[src/rtl/setq_pkg.sv]
package setq_pkg;

   // Fixed field widths of the stream beats
   localparam int SLOT_BITS       = 6;
   localparam int FIELD_TIME_BITS = 32;

   // Request tdata layout: slot, expiry, now, zero pad to 72 bits
   localparam int REQ_SLOT_LSB    = 0;
   localparam int REQ_EXPIRY_LSB  = REQ_SLOT_LSB + SLOT_BITS;
   localparam int REQ_NOW_LSB     = REQ_EXPIRY_LSB + FIELD_TIME_BITS;
   localparam int REQ_USED_BITS   = REQ_NOW_LSB + FIELD_TIME_BITS;
   localparam int REQ_TDATA_BITS  = ((REQ_USED_BITS + 7) / 8) * 8;

   // Response tdata layout: fired_slot, status
   localparam int STATUS_BITS     = 2;
   localparam int RSP_SLOT_LSB    = 0;
   localparam int RSP_STATUS_LSB  = RSP_SLOT_LSB + SLOT_BITS;
   localparam int RSP_TDATA_BITS  = RSP_STATUS_LSB + STATUS_BITS;

   typedef enum logic [1:0] {
      OP_INSERT = 2'd0,
      OP_ADJUST = 2'd1,
      OP_DELETE = 2'd2,
      OP_TICK   = 2'd3
   } op_type;

   typedef enum logic [STATUS_BITS-1:0] {
      STATUS_OK      = 2'd0,
      STATUS_QUEUED  = 2'd1,
      STATUS_MISSING = 2'd2
   } status_type;

   // Action broadcast to every cell of the chain
   typedef enum logic [1:0] {
      CELL_HOLD   = 2'd0,
      CELL_INSERT = 2'd1,
      CELL_REMOVE = 2'd2
   } cell_op_type;

   typedef struct packed {
      cell_op_type          op;
      logic [SLOT_BITS-1:0] slot;
   } cell_cmd_type;

endpackage

[src/rtl/setq_cell.sv]
module setq_cell #(
   parameter int TIME_BITS = 32
) (
   input  logic                           clock,
   input  logic                           reset,
   input  setq_pkg::cell_cmd_type         cmd,
   input  logic                           take_next,
   input  logic [TIME_BITS-1:0]           new_expiry,
   input  logic                           prev_keep,
   input  logic                           prev_valid,
   input  logic [setq_pkg::SLOT_BITS-1:0] prev_slot,
   input  logic [TIME_BITS-1:0]           prev_expiry,
   input  logic                           next_valid,
   input  logic [setq_pkg::SLOT_BITS-1:0] next_slot,
   input  logic [TIME_BITS-1:0]           next_expiry,
   output logic                           valid,
   output logic [setq_pkg::SLOT_BITS-1:0] slot,
   output logic [TIME_BITS-1:0]           expiry,
   output logic                           keep,
   output logic                           match
);

   logic                           valid_ff, valid_in;
   logic [setq_pkg::SLOT_BITS-1:0] slot_ff, slot_in;
   logic [TIME_BITS-1:0]           expiry_ff, expiry_in;

   // Local compares: entry sorts at or before the new time, entry owns the slot
   assign keep  = valid_ff && (expiry_ff <= new_expiry);
   assign match = valid_ff && (slot_ff == cmd.slot);

   // Pick the next content: hold, take the new entry, or take a neighbor
   always_comb begin
      valid_in  = valid_ff;
      slot_in   = slot_ff;
      expiry_in = expiry_ff;
      unique case (cmd.op)
         setq_pkg::CELL_INSERT: begin
            if (!keep) begin
               if (prev_keep) begin
                  valid_in  = 1'b1;
                  slot_in   = cmd.slot;
                  expiry_in = new_expiry;
               end else begin
                  valid_in  = prev_valid;
                  slot_in   = prev_slot;
                  expiry_in = prev_expiry;
               end
            end
         end
         setq_pkg::CELL_REMOVE: begin
            if (take_next) begin
               valid_in  = next_valid;
               slot_in   = next_slot;
               expiry_in = next_expiry;
            end
         end
         default: begin
         end
      endcase
   end

   always_ff @(posedge clock) begin
      if (reset) begin
         valid_ff <= 1'b0;
      end else begin
         valid_ff <= valid_in;
      end
      slot_ff   <= slot_in;
      expiry_ff <= expiry_in;
   end

   assign valid  = valid_ff;
   assign slot   = slot_ff;
   assign expiry = expiry_ff;

endmodule

[config.mk]
export PLATFORM = sky130hd
export DESIGN_NAME = setq_cell
export DESIGN_NICKNAME = d
export VERILOG_FILES = /design/src/rtl/setq_pkg.sv /design/src/rtl/setq_cell.sv
export SDC_FILE = /design/constraint.sdc
export NUM_CORES = 1
export LEC_CHECK = 0
export BUFFER_PORTS_ARGS = -buffer_cell sky130_fd_sc_hd__buf_2
export CORE_MARGIN = 2
export CORE_UTILIZATION = 45
export CTS_CLUSTER_DIAMETER = 60
export DETAILED_ROUTE_END_ITERATION = 10
export GPL_ROUTABILITY_DRIVEN = 1
export PLACE_DENSITY = 0.89
export SLEW_MARGIN = 20
export SYNTH_ARGS = -nofsm -noshare
export SYNTH_HDL_FRONTEND = slang
export SYNTH_SLANG_ARGS = --single-unit
export TNS_END_PERCENT = 5
[constraint.sdc]
create_clock -name clock -period 6.1 [get_ports clock]
set_clock_uncertainty 0.1 [all_clocks]
set_input_delay 0.305 -clock clock [delete_from_list [all_inputs] [get_ports clock]]
set_output_delay 0.305 -clock clock [all_outputs]
set_load 0.05 [all_outputs]
==> PnR_summary.wiki <==
{| class="wikitable"
! Metric !! Value
|-
| Run status || complete, no violations
|-
| Static Leak || 1.97 nW
|-
| Max-slew headroom at the worst pin || between 50% and 60%
|-
| Switch Pwr || 0.000278 W
|-
| Residual DRC count || 0
|-
| Average wire per standard cell || 13.9 um
|-
| Grt total ovfl || 0
|-
| Post-synthesis instance area || approximately 0.0029 mm^2
|-
| Standard-cell row count || 29
|-
| Sequential cell fraction of total power || between 40 and 50%
|-
| Final #Nets || about 600
|-
| Area Growth Syn to Fin || 34.3%
|-
| Maximum fanout count along the critical path || 4
|-
| Data arrival time at the worst-slack endpoint || 2.55 ns
|-
| Main area contributors after synthesis || edfxtp_1 39%, ha_1 14%, mux2i_1 13%
|-
| Worst setup slack after layout || 3.14 ns
|-
| Starting DRC count in detailed routing || 97
|-
| Number of pins exceeding their max-slew limit in the final report || 0
|-
| Post-DP Area || 0.00378 mm^2
|-
| Net count after synthesis || about 460
|-
| CP cell instances || ha_1 -> nand4_2 -> nor4_1 -> nand3_1 -> a22oi_2 -> buf_2
|-
| Hold-fix buffers, CTS || 0
|-
| Post-synth EDFFs || 38
|-
| Number of antenna violations at the first check in global routing || 0
|-
| Number of post-CTS setup repair buffers || 0
|-
| Wire length of the first global-routing pass || 12,200 um
|-
| Synthesized-area fraction occupied by ao, oa, aoi and oai cells || between 10% and 20%
|-
| Starting utilization of the core area || between 40 and 50%
|-
| Avg Inst Size Synth || approximately 9.6 um^2
|-
| Fraction of power spent switching nets || 35.6%
|-
| Synthesized-area fraction occupied by and/or/nand/nor cells || 11.6%
|-
| Final setup violation count || 0
|-
| Number of global-route vias before repair || around 2,800
|-
| Via count || 2,739
|-
| Number of top-level pins || 163
|-
| Overall die height || 84.2 um
|-
| DIE AREA || 0.00709 mm^2
|-
| Total Neg Setup Slack || 0 ns
|-
| Largest area contributor in the netlist || edfxtp_1
|-
| Power per standard cell area || 201 mW/mm^2
|-
| Setup crit start kind || flop
|-
| Min cycle time layout || 2.96 ns
|-
| Internal power || between 0.0005 and 0.0006 W
|-
| Total length of routed wires || roughly 7500 um
|-
| Setup WS pre-CTS || ~2.9 ns
|-
| Fraction of final layout cells with drive strength greater than 1 || roughly two fifths
|-
| Maximum clock frequency || approximately 340 MHz
|-
| Die X || 84.2 um
|-
| Adder and majority gate portion of the synthesized area || 13.8%
|-
| Post-synthesis sequential area ratio || 40.1%
|-
| Portion of total power attributed to the clock network || 21.9%
|-
| Area of the core || 0.00628 mm^2
|-
| Mapped Cells || around 300
|-
| Worst EP required || 5.69 ns
|-
| Library cell used as clock root buffer || clkbuf_8
|-
| Number of cell instances on the worst register-to-register path || 8
|-
| Post-CTS sizing || 0
|-
| Clock insertion delay at the later pin of the skew report || 0.29 ns
|-
| Critical-path top delay cell || nor4_1
|-
| Flop and latch count out of synthesis || 39
|-
| Count of H-tree levels built during CTS || 2
|-
| Half-perimeter wire length after placement || 6010 um
|-
| CTS sink count || 39
|-
| CTS tree || yes
|-
| Multiplexer area fraction after synthesis || 13.5%
|-
| Delay contributed by the slowest stage of the critical path || 0.57 ns
|-
| Post-route antenna net violation count || 0
|-
| Worst min path class || input port to flop
|-
| Proportion of netlist area held by the largest area contributor || 39.4%
|-
| Number of iterations in the first detailed-routing pass || 4
|-
| Final Instance Area || 0.00389 mm^2
|-
| Final hold viol count || 0
|-
| Synth Area in XOR/XNOR || 1.82%
|-
| RSZ-0062 raised after global routing || no
|-
| CTS Buf Count || 5
|-
| Pin count of the biggest net entering global routing || 77
|-
| Peak supply drop || 0.107 mV
|-
| Clock slew at reported path FFs || 0.08 ns
|-
| Critical path class || flop to primary output
|-
| Vias per std cell || 5.08
|-
| Dominant combinational cell family by area after synthesis || adder cells
|-
| Number of inserted diodes || 0
|-
| Cell variety after synth || 29
|-
| Hold Path Cell Cnt || 3
|-
| Post-synth ARST share || 0%
|-
| Setup crit end kind || primary output
|-
| Number of warnings printed during yosys synthesis || 0
|-
| Max Cap Violations || 0
|-
| Combinational Power Share || roughly a third
|-
| Total Routing Usage GR || 21.1%
|-
| Final RePlAce weighted congestion || 0.864
|-
| Dominant synthesized flop cell || edfxtp_1
|-
| Buffer depth of the longest clock path || 2
|-
| Actual transition at the worst max-transition pin || between 0.6 and 0.7 ns
|-
| # port buffers || 162
|-
| Share of the cycle needed by the critical path after routing || 48.5%
|}
-- flip-flops by register name, indices dropped and copies added (netlist names) --
name / count
valid: 1
expiry: 32
slot: 6
-- critical path: cells and delay by family, from the launching register on --
family                   cells  cell delay [ns]
adder cells (fa/ha/maj)      1             0.34
AO/OA/AOI/OAI                1             0.32
AND/OR/NAND/NOR              3             0.88
flip-flops                   1             0.40
buffers and inverters        1             0.33
-- area by class of cell --
class                   instances  area (um^2)
fillers                       526         2390
multi-input cells             218         1580
flip-flops and latches         39         1160
repair buffers                164          848
inverters                      33          124
well taps                      77         96.3
clock buffers                   8         80.1
-- metrics by stage --
step	hold slack [ns]	instances	util (%)	power, W
after floorplan	0.341	303	-	0.000525
after global placement	0.458	530	60.2	0.000607
after detailed placement	0.458	530	60.2	0.000616
after CTS	0.152	538	61.4	0.000786
after global routing	0.153	539	61.9	0.000828
final	0.157	539	61.9	0.000782
-- cells in the final DEF, fill, tap and decap left out, types with 3 or more instances in the layout --
| cell | count |
|---|---|
| nor2_1 | 5 |
| nand2_1 | 48 |
| a21oi_1 | 16 |
| clkbuf_1 | 3 |
| nand4_1 | 5 |
| o21ai_0 | 42 |
| xor2_1 | 3 |
| xnor2_1 | 3 |
| nand3_1 | 5 |
| clkbuf_8 | 5 |
| edfxtp_1 | 38 |
| ha_1 | 32 |
| buf_2 | 161 |
| inv_1 | 33 |
| mux2i_1 | 39 |
-- cells by family (layout without fill, tap and decap cells) --
family,after synthesis,in the layout
DFF,39,39
muxes,39,39
xor gates and xnor gates,6,6
adders and majority gates,32,32
AOI/OAI and AO/OA,68,68
buffers and inverters,46,205
and+or+nand+nor,73,73
-- power groups by stage --
| stage | combinational [W] | clock [W] | sequential (W) |
|---|---|---|---|
| final | 0.000272 | 0.000171 | 0.000339 |
| after global routing | 0.000297 | 0.000189 | 0.000342 |
| after CTS | 0.000270 | 0.000176 | 0.000340 |
| after detailed placement | 0.000270 | 0 | 0.000346 |
| after global placement | 0.000263 | 0 | 0.000344 |
| after floorplan | 0.000104 | 0 | 0.000421 |
-- path summary, 6_finish.rpt --
path / from / end / slack (ns)
setup / recovery: expiry[14]$_DFFE_PP_ / keep / 3.14
hold / removal: reset / valid$_SDFFE_PP0P_ / 0.16
setup reg to reg: expiry[30]$_DFFE_PP_ / expiry[22]$_DFFE_PP_ / 3.30
hold reg to reg: valid$_SDFFE_PP0P_ / valid$_SDFFE_PP0P_ / 0.65
-- synth_stat cells, types with 2 or more instances --
| library cell | count |
|---|---|
| ha_1 | 32 |
| nand3_1 | 5 |
| nor2_1 | 5 |
| edfxtp_1 | 38 |
| nand4_2 | 2 |
| nand2_1 | 48 |
| nand2b_1 | 2 |
| xor2_1 | 3 |
| mux2i_1 | 39 |
| a21oi_1 | 16 |
| nor2b_1 | 3 |
| o21ai_0 | 43 |
| inv_1 | 33 |
| nand4_1 | 5 |
| xnor2_1 | 3 |
| buf_2 | 2 |
| clkbuf_1 | 11 |
| nor4_1 | 2 |
-- routing by layer --
metal | wire length [um] | track usage [%] | up-vias | share of wire, %
li1 | - | - | 1395 | -
met3 | 434 | 3.54 | 13 | 5.8
met4 | 153 | 6.89 | 0 | 2.0
met1 | 3040 | 24.9 | 1228 | 41
met5 | 0 | 0 | - | 0
met2 | 3880 | 38.8 | 103 | 52
Note: power is estimated with default switching activity, not from simulation.
